==> src/sv/assert_macros.svh <==
// ---------------------------------------------------------------------------
// assert_macros.svh
// shared concurrent assertion macros, clocked on clock, held off in reset
// ---------------------------------------------------------------------------
`ifndef ASSERT_MACROS_SVH
`define ASSERT_MACROS_SVH

`ifndef ASSERT_OFF

`define ASSERT_NOW(label, ante, cons, msg) \
   label: assert property (@(posedge clock) disable iff (reset) (ante) |-> (cons)) \
      else $error(msg);

`define ASSERT_NEXT(label, ante, cons, msg) \
   label: assert property (@(posedge clock) disable iff (reset) (ante) |=> (cons)) \
      else $error(msg);

`else

`define ASSERT_NOW(label, ante, cons, msg)

`define ASSERT_NEXT(label, ante, cons, msg)

`endif

`endif

==> src/sv/snli_pkg.sv <==
// ---------------------------------------------------------------------------
// snli_pkg
// types and constants of the sorted node list
// ---------------------------------------------------------------------------
package snli_pkg;

   localparam int TABLE_DEPTH = 256;
   localparam int CNT_W       = $clog2(TABLE_DEPTH + 1);
   localparam int RANK_W      = 8;
   localparam int ID_W        = 8;
   localparam int DIST_W      = 10;

   typedef enum logic [1:0] {
      ST_INSERTED  = 2'd0,
      ST_DUPLICATE = 2'd1,
      ST_FULL      = 2'd2
   } status_type;

   typedef struct packed {
      logic [ID_W-1:0]   new_node_id;
      logic [DIST_W-1:0] new_distance;
      logic [ID_W-1:0]   new_back_node;
      logic              new_explorable;
   } req_type;

   typedef struct packed {
      status_type        status;
      logic [RANK_W-1:0] rank;
   } rsp_type;

   typedef struct packed {
      logic              valid;
      logic [ID_W-1:0]   node_id;
      logic [DIST_W-1:0] distance;
      logic [ID_W-1:0]   back_node;
      logic              explorable;
   } slot_type;

   typedef struct packed {
      logic             active;
      logic             dup;
      logic [CNT_W-1:0] cnt;
   } token_type;

   localparam slot_type START_SLOT = '{
      valid: 1'b1, node_id: ID_W'(1), distance: '0, back_node: ID_W'(1), explorable: 1'b0};

   localparam slot_type EMPTY_SLOT = '0;

endpackage

==> src/sv/snli_cell.sv <==
// ---------------------------------------------------------------------------
// snli_cell
// one table slot: compares against the item, passes the probe token on and
// shifts or loads on commit
// ---------------------------------------------------------------------------
module snli_cell (
   input  logic               clock,
   input  logic               reset,
   input  snli_pkg::slot_type  rst_slot,
   input  snli_pkg::req_type   item,
   input  logic               commit,
   input  snli_pkg::slot_type  prev_slot,
   input  logic               prev_greater,
   input  snli_pkg::token_type tok_in,
   output snli_pkg::slot_type  slot_out,
   output logic               greater,
   output snli_pkg::token_type tok_out
);
   import snli_pkg::*;

   slot_type  slot_ff, slot_in;
   token_type tok_ff, tok_in_nxt;
   logic      match;

   assign greater = !slot_ff.valid || (slot_ff.distance > item.new_distance);
   assign match   = slot_ff.valid && (slot_ff.node_id == item.new_node_id);

   always_comb begin
      tok_in_nxt.active = tok_in.active;
      tok_in_nxt.dup    = tok_in.dup | match;
      tok_in_nxt.cnt    = tok_in.cnt + {{(CNT_W-1){1'b0}}, ~greater};
   end

   always_comb begin
      slot_in = slot_ff;
      if (commit && prev_greater) begin
         slot_in = prev_slot;
      end else if (commit && greater) begin
         slot_in.valid      = 1'b1;
         slot_in.node_id    = item.new_node_id;
         slot_in.distance   = item.new_distance;
         slot_in.back_node  = item.new_back_node;
         slot_in.explorable = item.new_explorable;
      end
   end

   always_ff @(posedge clock) begin
      if (reset) begin
         slot_ff <= rst_slot;
         tok_ff  <= '0;
      end else begin
         slot_ff <= slot_in;
         tok_ff  <= tok_in_nxt;
      end
   end

   assign slot_out = slot_ff;
   assign tok_out  = tok_ff;

endmodule
==> config.mk <==
export PLATFORM = sky130hd
export DESIGN_NAME = snli_cell
export DESIGN_NICKNAME = d
export VERILOG_FILES = /design/src/sv/assert_macros.svh /design/src/sv/snli_pkg.sv /design/src/sv/snli_cell.sv
export SDC_FILE = /design/constraint.sdc
export NUM_CORES = 1
export LEC_CHECK = 0
export BUFFER_PORTS_ARGS = -buffer_cell sky130_fd_sc_hd__buf_2
export CAP_MARGIN = 40
export CORE_ASPECT_RATIO = 0.9
export CORE_UTILIZATION = 35
export CTS_CLUSTER_DIAMETER = 120
export DETAILED_ROUTE_END_ITERATION = 7
export PLACE_DENSITY = 0.67
export SYNTH_ARGS = -nofsm -noshare
export SYNTH_HDL_FRONTEND = slang
export SYNTH_SLANG_ARGS = --single-unit
==> constraint.sdc <==
create_clock -name clock -period 11.4 [get_ports clock]
set_clock_uncertainty 0.05 [all_clocks]
set_input_delay 1.14 -clock clock [delete_from_list [all_inputs] [get_ports clock]]
set_output_delay 1.14 -clock clock [all_outputs]
set_load 0.1 [all_outputs]
[Word level (Yosys, flattened, before mapping)]
Cells that the tools add are included.
Word-level totals
  input bits: 98
  register bits after elaboration: 39
  memory bits (read-only): 0
  word-level logic and storage cells: 22
  output and inout port bits: 40
  memories: 0
  bits in latches: 0
  bits in writable memories: 0
Cells by class
  shift operators: 0
  equal/unequal tests: 1
  div/mod/pow operators: 0
  bitwise logic cells: 2
  multiplexer cells: 3
  add/sub/neg operators: 1
  order comparisons: 1
  multipliers: 0
  reductions and logical operators: 6
Operators by type and width (number)
  28-bit two-way mux: 3
  10-bit greater-than comparator: 1
  9-bit by 1-bit adder with 9-bit output: 1
  8-bit equality test: 1
  1-bit logical AND: 3
  3-bit nonzero test: 1
  1-bit logical NOT: 1
  1-bit logical OR: 1
  1-bit NOT: 1
  1-bit OR: 1

[Logic depth before layout (Yosys ltp)]
Gate-level depths: netlist (run 1).
  word-level depth: 6
  mapped depth: 11
  gate-level depth less buffers: 11

[Worst setup path after synthesis (run 1)]
OpenSTA, ideal clock, no wires.
  kind: input -> output
  from: input port item[14] (netlist name)
  to: output port greater
  path buffers: 0
  stages on the path: 6
  setup slack: 6.159 ns
  data arrival time: 4.051 ns
  data required time: 10.210 ns
  cells stage by stage: inv_1 -> ha_1 -> nand4_1 -> a211oi_2 -> a211oi_1 -> o21ai_0
Between the ends
  word-level cells in the longest chain between the ends: 2
Ends and longest elaborated chain
  start, declared: line snli_cell.sv:10  | input snli_pkg::req_type item,
  10-bit greater-than comparator: line snli_cell.sv:25  | assign greater = !slot_ff.valid || (slot_ff.distance > item.new_distance);
  1-bit logical OR: line snli_cell.sv:25
  end, declared: line snli_cell.sv:16  | output logic greater,
Every way passes these cells.

[Worst setup path in the final report (run 1)]
  from: input port item[18] (netlist name)
  to: output port greater
The elaborated chain is that of the path after synthesis.

==> impl_results.md, run 1 <==
* Actual transition at the worst max-transition pin at approximately 0.59 ns
* Synthesized flop and latch total at 39
* Post-detailed-route count of antenna-violating nets at 0
* Pwr/cell area at 158 nW/µm²
* Unrepaired setup endpoints after global routing: false
* WP data required at between 10 and 15 ns
* Global routing usage summed across all routing layers at ~17%
* Pleak at roughly 1.6 nW
* Highest metal layer with signal wires: met4
* Final Hold Fails at 0
* Largest incremental delay on the critical path at approximately 0.54 ns
* Die height at around 78 µm
* Post-DP Area at approximately 3000 µm²
* Number of violations reported at the end of detailed-routing iteration 0 at between 60 and 70
* Worst Path Max Fanout at 3
* Run status: finished, final reports clean
* Share of post-route cells with drive strength above 1 at 42.1%
* Die Area at ~6700 µm²
* Worst path arrival time at 2.83 ns
* Clock tree from TritonCTS: built
* Antenna violations before repair at 0
* Pins Over Slew Limit at 0
* Cell total after placement at around 440
* Number of buffers and inverters on the critical path at 3
* Final nets at 465
* Area overhead of the layout relative to synthesis at 38.8%
* Kind of end point of the critical path: output port
* Final setup TNS at 0 ns
* DRT met1 WL at ~2.4 mm
* Non-Filler Cell Area, Final at approximately 3100 µm²
* Proportion of netlist area held by the largest area contributor at roughly 38%
* Non-filler cells in the finished layout at roughly 440
* Post-CTS repair timing setup buffer count at 0
* Number of buffers inserted during clock tree synthesis at 5
* Core box area at 6150 µm²
* Insertion delay of the later-clocked pin in the worst-skew pair at ~0.29 ns
* CP cell instances: buf_2 -> inv_1 -> ha_1 -> nand4_1 -> o31ai_1 -> o21ai_0 -> buf_2
* Minimum clock period at between 4 and 5 ns
* Remaining global-route overflow at 0
* Syn Area/Cell at about 10 µm²
* Hold Path End: tok_out[9]
* Hold bufs inserted after CTS at 0
* Maximum number of pins on one net before global-route repair at 70
* Average vias per placed instance at 4.55
* Post-detailed-route DRC marker count at 0
* Largest delay contributor family on the critical path: compound AO/OA/AOI/OAI gates
* Slowest CP cell: o31ai_1
* CTS resizes at 0
* Number of I/O pins at about 140
* Amount of wire on met3 after detailed routing at ~330 µm
* Maximum ir drop on the vdd rail at a little over 0.00006 V
* Period Utilization, post-route at a little over a third
* Type of the worst min-delay path: flop to flop
* Setup-violating endpoint count in the final report at 0
* Synthesized area at roughly 2200 µm²
* Worst Hold Slack at 0.647 ns
* Die X at between 80 and 90 µm
* Wire length of the first global-routing pass at between 8 and 9 mm
* Worst hold start: slot_out[21]
* Cell with the most instances on the worst path: buf_2
* Number of distinct library cell variants in the gate-level netlist after synthesis at 33
* Total wirelength of the detailed-routed design at approximately 5.4 mm
* Reg-to-reg startpoint: slot_out[18]
* Last weighted congestion value of the routability-driven placer at roughly 0.82
* Top cell type by total area after synthesis: edfxtp_1
* Clk pin slew, worst setup/hold paths at 0.08 ns
* FP Rows at 27
* Worst R2R Path Depth at 9
* Synth warn at 0
* Maximum frequency from static timing analysis at around 250 MHz
* End of the worst register-to-register path: tok_out[8]
* Avg WL per Cell at 12.1 µm
* Pre-Repair DR Iteration Count at 4
* Crit path kind: input pin to output port
* Number of buffers added on ports at approximately 140
* Cells on Worst Hold Path at 3
* Number of global-route vias before repair at around 2.0k
* Proportion of synthesized chip area in sequential cells at between 40% and 50%
* Initial core utilization at ~36%
* Crit start category: input pin
* Max Buffers Root-to-Sink at 2
* Gate count after technology mapping at between 200 and 250
* Number of diodes added for antenna fixing at 0
* Total number of clock tree sinks at 39
* Main area contributors after synthesis: edfxtp_1 (38%), mux2i_1 (12%), dfxtp_1 (9.9%), o21ai_0 (7.0%), ha_1 (6.7%)
* Slew margin rel. at between 60% and 70%
* Register-to-register path setup slack at ~8.6 ns
* Final HPWL from detailed placement at approximately 4.1 mm
* Root buf cell: clkbuf_8
* # H-tree levels at 2
* Total of max-cap violations at 0
* Met2 wirelength from detailed routing at approximately 2.6 mm
* Number of vias after detailed routing at roughly 2.0k
* Syn nets at between 300 and 400
flip-flops by register name (all words and copies together), names as in the netlist:
name,cells
slot_out,28
tok_out,11
area by class of cell:
class | count | area [µm²]
clock buffers | 7 | 86.3
well taps | 87 | 109
inverters | 13 | 48.8
fillers | 599 | 3060
multi-input cells | 157 | 1080
repair buffers | 139 | 701
flip-flops and latches | 39 | 1060
clock inverters | 1 | 5.00
cells by family (layout without fill, tap and decap cells):
family / after synthesis / after routing / synth area share (%)
and+or+nand+nor: 58 / 58 / 11.8
adders and majority gates: 12 / 12 / 6.74
muxes: 27 / 27 / 12.1
xor gates and xnor gates: 12 / 12 / 4.72
AOI/OAI and AO/OA: 48 / 48 / 12.6
DFF: 39 / 39 / 47.6
buffers and inverters: 23 / 160 / 4.38
through the flow:
stage | utilization [%] | power [mW] | worst slack (ns)
detailed placement | 48.8 | 0.396 | 7.41
global placement | 48.8 | 0.394 | 7.43
floorplan | - | 0.350 | 6.16
CTS | 50.3 | 0.493 | 7.39
finish | 50.3 | 0.487 | 7.38
global route | 50.3 | 0.510 | 7.24
worst max path at each step:
stage / start / end / slack, ns / depth (start not counted)
final: item[18] / greater / 7.38 / 7
after global routing: item[18] / greater / 7.24 / 7
after CTS: item[18] / greater / 7.39 / 7
after detailed placement: item[18] / greater / 7.41 / 7
after global placement: item[18] / greater / 7.43 / 7
after floorplan: item[14] / greater / 6.16 / 6
report_power, final:
group	total (mW)	switching, mW	internal, mW
combinational	0.212	0.167	0.0444
clock	0.0960	0.0472	0.0488
sequential	0.180	0.00708	0.172
Yosys cell counts (all sizes together):
cell type  count
and3           1
nor3           2
nand2b         1
o21a           1
edfxtp        28
a2111oi        1
nand4          2
dfxtp         11
inv           13
xnor2          2
buf            6
nand2         33
o31ai          1
xor2          10
nand3          4
o211ai         2
a21o           2
or3            3
and2           1
a211oi         3
a41oi          1
mux2i         27
a21oi          6
nor4           1
clkbuf         4
o21ai         31
ha            12
nor2b          3
nor2           7
layer usage:
metal  global-route usage (%)  vias to the layer above
met5                        0                        -
met2                     30.0                       84
met1                     19.4                      874
met3                     3.83                        6
met4                     4.50                        0
li1                         -                     1052
worst register-to-register path, stage by stage, from the launching register on:
cell and delay, ns:
edfxtp_1 0.39, ha_1 0.33, nand4_1 0.19, o31ai_1 0.55
o21a_1 0.22, ha_1 0.17, ha_1 0.23, nand3_1 0.10
or3_1 0.31, a21oi_1 0.15
layout by cell type, fill, tap and decap left out:
cell       Yosys  final
clkinv_2       0      1
o21a_1         1      1
nand4_1        2      2
inv_1         13     13
ha_1          12     12
nand2_4        1      1
mux2i_1       27     27
clkbuf_1       4      1
o211ai_1       2      2
nor3_1         2      2
edfxtp_1      28     28
a2111oi_2      1      1
a41oi_1        1      1
and3_1         1      1
buf_2          3    137
or3_1          3      3
a211oi_2       1      1
nor4_1         1      1
nand2b_1       1      1
a21oi_1        6      6
nand3_1        4      4
o31ai_1        1      1
xnor2_1        2      2
nand2_1       32     32
a21o_1         2      2
xor2_1        10     10
dfxtp_1       11     11
clkbuf_8       0      6
and2_1         1      1
a211oi_1       2      1
nor2_1         7      7
buf_4          2      2
o21ai_0       31     31
nor2b_1        3      3
a211oi_4       0      1
No activity file was read; power rests on OpenSTA's default activity.
==> inputs of run 2 (changes only) <==
ABC_AREA = 1   (was default)
PLACE_DENSITY = 0.69   (was 0.67)
clock period = 3.6 ns   (was 11.4 ns; I/O delays follow)
==> impl_results.md, run 2 <==
* Share of post-route cells with drive strength above 1 at ~38%
* Most numerous cell types in the synthesized netlist: nand2_1 (85), nor2_1 (43), inv_1 (31)
* WP data required at ~3.2 ns
* Ys async rst share at 0%
* Final setup TNS at 0 ns
* Number of distinct library cell variants in the gate-level netlist after synthesis at 25
* Commonest register cell after synthesis: edfxtp_1
* Final critical-path setup slack at about 1.2 ns
* Core box area at just over 6000 µm²
* Commonest cells after routing, fill and taps aside: buf_2 (137), nand2_1 (85), nor2_1 (43), inv_1 (31), edfxtp_1 (28)
* Maximum number of pins on one net before global-route repair at 36
* Clk pin slew, worst setup/hold paths at 0.08 ns
* Die Area at 6870 µm²
* Number of diodes added for antenna fixing at 0
* Crit path kind: flop to output port
* Run status: finished, final reports clean
* Register-to-register path setup slack at about 1.2 ns
* Initial core utilization at between 30% and 40%
* Worst path arrival time at just under 2 ns
* Period Utilization, post-route at around 67%
* Total of max-cap violations at 0
* Final nets at 531
* Average vias per placed instance at 4.51
* Kind of end point of the critical path: output port
* Synthesized area at ~2300 µm²
* Worst Path Max Fanout at 3
* Minimum clock period at about 2.4 ns
* Total wirelength of the detailed-routed design at between 5 and 6 mm
* Pre-Repair DR Iteration Count at 5
* Number of global-route vias before repair at about 2.1k
* Synthesized flop and latch total at 39
* Top cell type by total area after synthesis: edfxtp_1
* Last weighted congestion value of the routability-driven placer at about 0.8
* Total number of clock tree sinks at 39
* Wire length of the first global-routing pass at roughly 9.5 mm
* Pre-CTS setup slack at around 1.1 ns
* Synth warn at 0
* Clock tree from TritonCTS: built
* Pleak at 1.63 nW
* Number of vias after detailed routing at around 2.3k
* Die height at between 70 and 80 µm
* Die X at approximately 87 µm
* Cell total after placement at about 500
* Number of violations reported at the end of detailed-routing iteration 0 at 78
* Syn nets at 395
* Final HPWL from detailed placement at ~4.7 mm
* Crit start category: flop
* Main area contributors after synthesis: edfxtp_1 (37%), nand2_1 (14%), dfxtp_1 (9.6%), a31oi_1 (7.4%), nor2_1 (7.0%)
* Max Buffers Root-to-Sink at 2
* FP Rows at 27
* Pwr/cell area at roughly 480 nW/µm²
* Avg WL per Cell at around 12 µm
* Most common cell after layout, fill and taps aside: buf_2
* Syn Area/Cell at ~8 µm²
* Gate count after technology mapping at roughly 290
* Global routing usage summed across all routing layers at between 15 and 20%
* Hold bufs inserted after CTS at 0
* Number of I/O pins at around 140
* Final Hold Fails at 0
* Non-filler cells in the finished layout at slightly above 500
* Type of the worst min-delay path: input pin to flop
* Slew margin rel. at between 60% and 70%
* Remaining global-route overflow at 0
* Number of buffers inserted during clock tree synthesis at 5
* Post-detailed-route DRC marker count at 0
* Antenna violations before repair at 0
* Proportion of netlist area held by the largest area contributor at a little under two fifths
* Insertion delay of the later-clocked pin in the worst-skew pair at around 0.28 ns
* CTS resizes at 0
* EDFF count, synth at 28
* Root buf cell: clkbuf_8
* Proportion of synthesized chip area in sequential cells at around 46%
* Actual transition at the worst max-transition pin at approximately 0.50 ns
* # H-tree levels at 2
* Unrepaired setup endpoints after global routing: false
* Filler instances at 631
* Pins Over Slew Limit at 0
* Max FFs per register at 28
* Maximum ir drop on the vdd rail at about 0.00023 V
* Maximum frequency from static timing analysis at roughly 420 MHz
* Number of buffers added on ports at roughly 140
* Setup-violating endpoint count in the final report at 0
* Most numerous cell in the Yosys netlist: nand2_1
* Post-detailed-route count of antenna-violating nets at 0
* Fraction of the core area covered by cells at the end of the flow at roughly half
* Area overhead of the layout relative to synthesis at 37.8%
* Post-CTS repair timing setup buffer count at 0
run 2: cell types whose count changed after synthesis, sizes merged, moves of 4 or more:
cell    before  now
a31oi        0   27
buf          6   12
clkbuf       4    0
inv         13   33
mux2i       27    0
nand2       33   87
nor2         7   43
o21ai       31    4
xor2        10    1
run 2: per-layer routing:
layer / GRT usage [%] / wire length, µm
met1: 23.0 / 2740
met2: 30.0 / 2830
met3: 4.05 / 303
met4: 5.57 / 75
met5: 0 / 0
run 2: report_power, final:
group | leakage (nW) | switching, mW | total [mW] | internal (mW)
Clock | 0.0581 | 0.154 | 0.361 | 0.206
Sequential | 0.372 | 0.0189 | 0.554 | 0.535
Combinational | 1.20 | 0.469 | 0.596 | 0.127
run 2: kinds of logic (layout without fill, tap and decap cells):
| kind of cell | after synthesis | after routing | share of synthesized area (%) |
|---|---|---|---|
| AOI/OAI and AO/OA | 41 | 41 | 10.7 |
| and+or+nand+nor | 143 | 143 | 25.2 |
| adders and majority gates | 12 | 12 | 6.56 |
| buffers and inverters | 46 | 183 | 9.67 |
| DFF | 39 | 39 | 46.3 |
| xor gates and xnor gates | 4 | 4 | 1.53 |
run 2: area by class of cell:
class / instances / area, µm² / area share [%]
sequential: 39 / 1060 / 33.6
multi-input combinational: 200 / 1010 / 31.9
timing repair buffer: 141 / 736 / 23.3
inverter: 34 / 129 / 4.09
tap: 87 / 109 / 3.45
clock buffer: 5 / 68.8 / 2.18
clock inverter: 3 / 43.8 / 1.39
run 2: critical path, cell delays in order, from the launching register on:
cell      delay [ns]
edfxtp_1        0.39
ha_1            0.30
nand2_1         0.07
nor2_1          0.18
nand3_1         0.10
nand3_1         0.09
nand2_1         0.06
nand2_2         0.07
buf_2           0.44
run 2: worst paths after layout:
kind / start / cells past startpoint / to
worst min-delay path: tok_in[10] / 3 / tok_out[10]
worst max register to register: slot_out[18] / 10 / slot_out[13]
worst max-delay path: slot_out[18] / 8 / greater
worst min register to register: slot_out[23] / 5 / tok_out[9]
run 2: per-stage QoR:
stage          hold slack, ns  cell area, µm²  power (mW)
6_report                0.222            3150        1.51
5_1_grt                 0.215            3150        1.59
4_1_cts                 0.210            3150        1.53
3_5_place_dp            0.516            3040        1.17
3_3_place_gp            0.509            3010        1.15
2_1_floorplan           0.417            2290        1.03
==> inputs of run 3 (changes only) <==
PLACE_DENSITY = 0.66   (was 0.69)
clock period = 2.3 ns   (was 3.6 ns; I/O delays follow)
==> impl_results.md, run 3 (same netlist as run 2, synthesis figures left out) <==
* Run status: finished, final reports clean
* Area occupied by multi-input gates at around 1200 µm²
* Total wirelength of the detailed-routed design at approximately 6.3 mm
* # H-tree levels at 2
* Average vias per placed instance at 4.59
* Commonest cells after routing, fill and taps aside: buf_2 (136), nand2_1 (79), nor2_1 (39), inv_1 (28), edfxtp_1 (28)
* Post-detailed-route count of antenna-violating nets at 0
* Initial core utilization at 36.8%
* Number of buffers inserted during clock tree synthesis at 5
* Insertion delay of the later-clocked pin in the worst-skew pair at between 0.2 and 0.3 ns
* Actual transition at the worst max-transition pin at 0.538 ns
* Clock tree from TritonCTS: built
* Total of max-cap violations at 0
* Worst Path Max Fanout at 3
* Antenna violations before repair at 0
* WP data required at between 2 and 2.5 ns
* Pleak at around 1.7 nW
* Final nets at 535
* Core box area at a little over 6000 µm²
* Slew margin rel. at 64.1%
* Last weighted congestion value of the routability-driven placer at ~0.74
* Die Area at 6870 µm²
* Number of diodes added for antenna fixing at 0
* Type of the worst min-delay path: input pin to flop
* Total power consumption of the routed design at approximately 2.4 mW
* Wire length of the first global-routing pass at around 10 mm
* Global routing usage summed across all routing layers at 18.8%
* Most common cell after layout, fill and taps aside: buf_2
* Unrepaired setup endpoints after global routing: true
* Crit start category: flop
* Area overhead of the layout relative to synthesis at 47.0%
* Cell total after placement at 502
* Clk pin slew, worst setup/hold paths at 0.08 ns
* Area taken by flip-flops and latches at roughly 1100 µm²
* Number of buffers added on ports at between 100 and 150
* Pins Over Slew Limit at 0
* Share of post-route cells with drive strength above 1 at 43.4%
* Max Buffers Root-to-Sink at 2
* Final HPWL from detailed placement at approximately 4.7 mm
* Number of I/O pins at approximately 140
* Period Utilization, post-route at ~97%
* Avg WL per Cell at 12.3 µm
* Maximum ir drop on the vdd rail at roughly 0.00042 V
* Maximum number of pins on one net before global-route repair at 35
* Pwr/cell area at between 700 and 800 nW/µm²
* Post-DP Area at between 3000 and 4000 µm²
* Total number of clock tree sinks at 39
* Worst path arrival time at around 2.4 ns
* Remaining global-route overflow at 0
* FP Rows at 27
* Minimum clock period at between 2 and 2.5 ns
* Number of global-route vias before repair at roughly 2.3k
* Crit path kind: flop to flop
* Final Hold Fails at 0
* Max FFs per register at 28
* Root buf cell: clkbuf_8
* Register-to-register path setup slack at between 0.07 and 0.08 ns
* Maximum frequency from static timing analysis at ~450 MHz
* Number of violations reported at the end of detailed-routing iteration 0 at 70
* Post-detailed-route DRC marker count at 0
* Die height at around 79 µm
* Hold bufs inserted after CTS at 0
* Kind of end point of the critical path: flop
* Non-filler cells in the finished layout at a little over 500
* Pre-Repair DR Iteration Count at 4
* Filler instances at about 630
* Non-Filler Cell Area, Final at roughly 3400 µm²
* Final setup TNS at 0 ns
* Setup-violating endpoint count in the final report at 0
* Die X at just under 90 µm
* Number of vias after detailed routing at around 2.4k
-- run 3: cell count changes in the layout (fill, tap and decap cells not counted), sizes merged --
| cell | before | now |
|---|---|---|
| buf | 141 | 145 |
| clkinv | 3 | 2 |
| clkbuf | 5 | 7 |
| bufinv | 1 | 0 |
-- run 3: power breakdown --
group / switching (mW) / total [mW] / internal [mW]
clock: 0.246 / 0.554 / 0.307
combinational: 0.768 / 1.02 / 0.250
sequential: 0.0345 / 0.872 / 0.838
total: 1.05 / 2.44 / 1.40
-- run 3: final cells by class --
class,count,area share [%]
multi-input cells,200,34.7
repair buffers,145,23.3
clock buffers,7,3.20
flip-flops and latches,39,31.5
inverters,34,3.90
well taps,87,3.23
clock inverters,1,0.149
-- run 3: path summary, 6_finish.rpt --
kind	from	end	cells past startpoint
min reg2reg	slot_out[23]	tok_out[9]	5
max reg2reg	slot_out[18]	tok_out[7]	15
max	slot_out[18]	tok_out[7]	15
min	tok_in[10]	tok_out[10]	3
-- run 3: critical path, stage by stage, from the launching register on --
cell,delay [ns]
edfxtp_1,0.43
ha_4,0.30
nand2_2,0.06
nor2_2,0.14
nand4_1,0.11
nand2_2,0.13
nand2_8,0.06
inv_4,0.06
ha_4,0.14
nand3_2,0.10
nor2_2,0.13
nand2_2,0.09
nor3_4,0.18
nand2_1,0.06
nand2_1,0.06
nor2_1,0.04
-- run 3: layer usage --
metal | vias up | routed length (µm) | global-route usage (%)
met5 | - | 0 | 0
met4 | 0 | 131 | 6.72
met3 | 14 | 289 | 3.85
met2 | 72 | 3080 | 31.8
met1 | 1056 | 2830 | 23.6
li1 | 1213 | - | -
-- run 3: per-stage QoR --
stage                     utilization, %  hold slack, ns  worst slack [ns]
after detailed placement            50.2           0.407            0.0129
final                               54.2          0.0968            0.0797
after global routing                54.2          0.0857            -0.103
after floorplan                        -           0.287            -0.604
after CTS                           52.1          0.0896            0.0119
after global placement              50.2           0.384            0.0835
-- run 3: timing repair --
action                                  4_1_cts  5_1_grt
endpoints found under the setup margin        1        5
buffers inserted                              0        3
pin swaps                                     0       14
resized for setup                             1       16
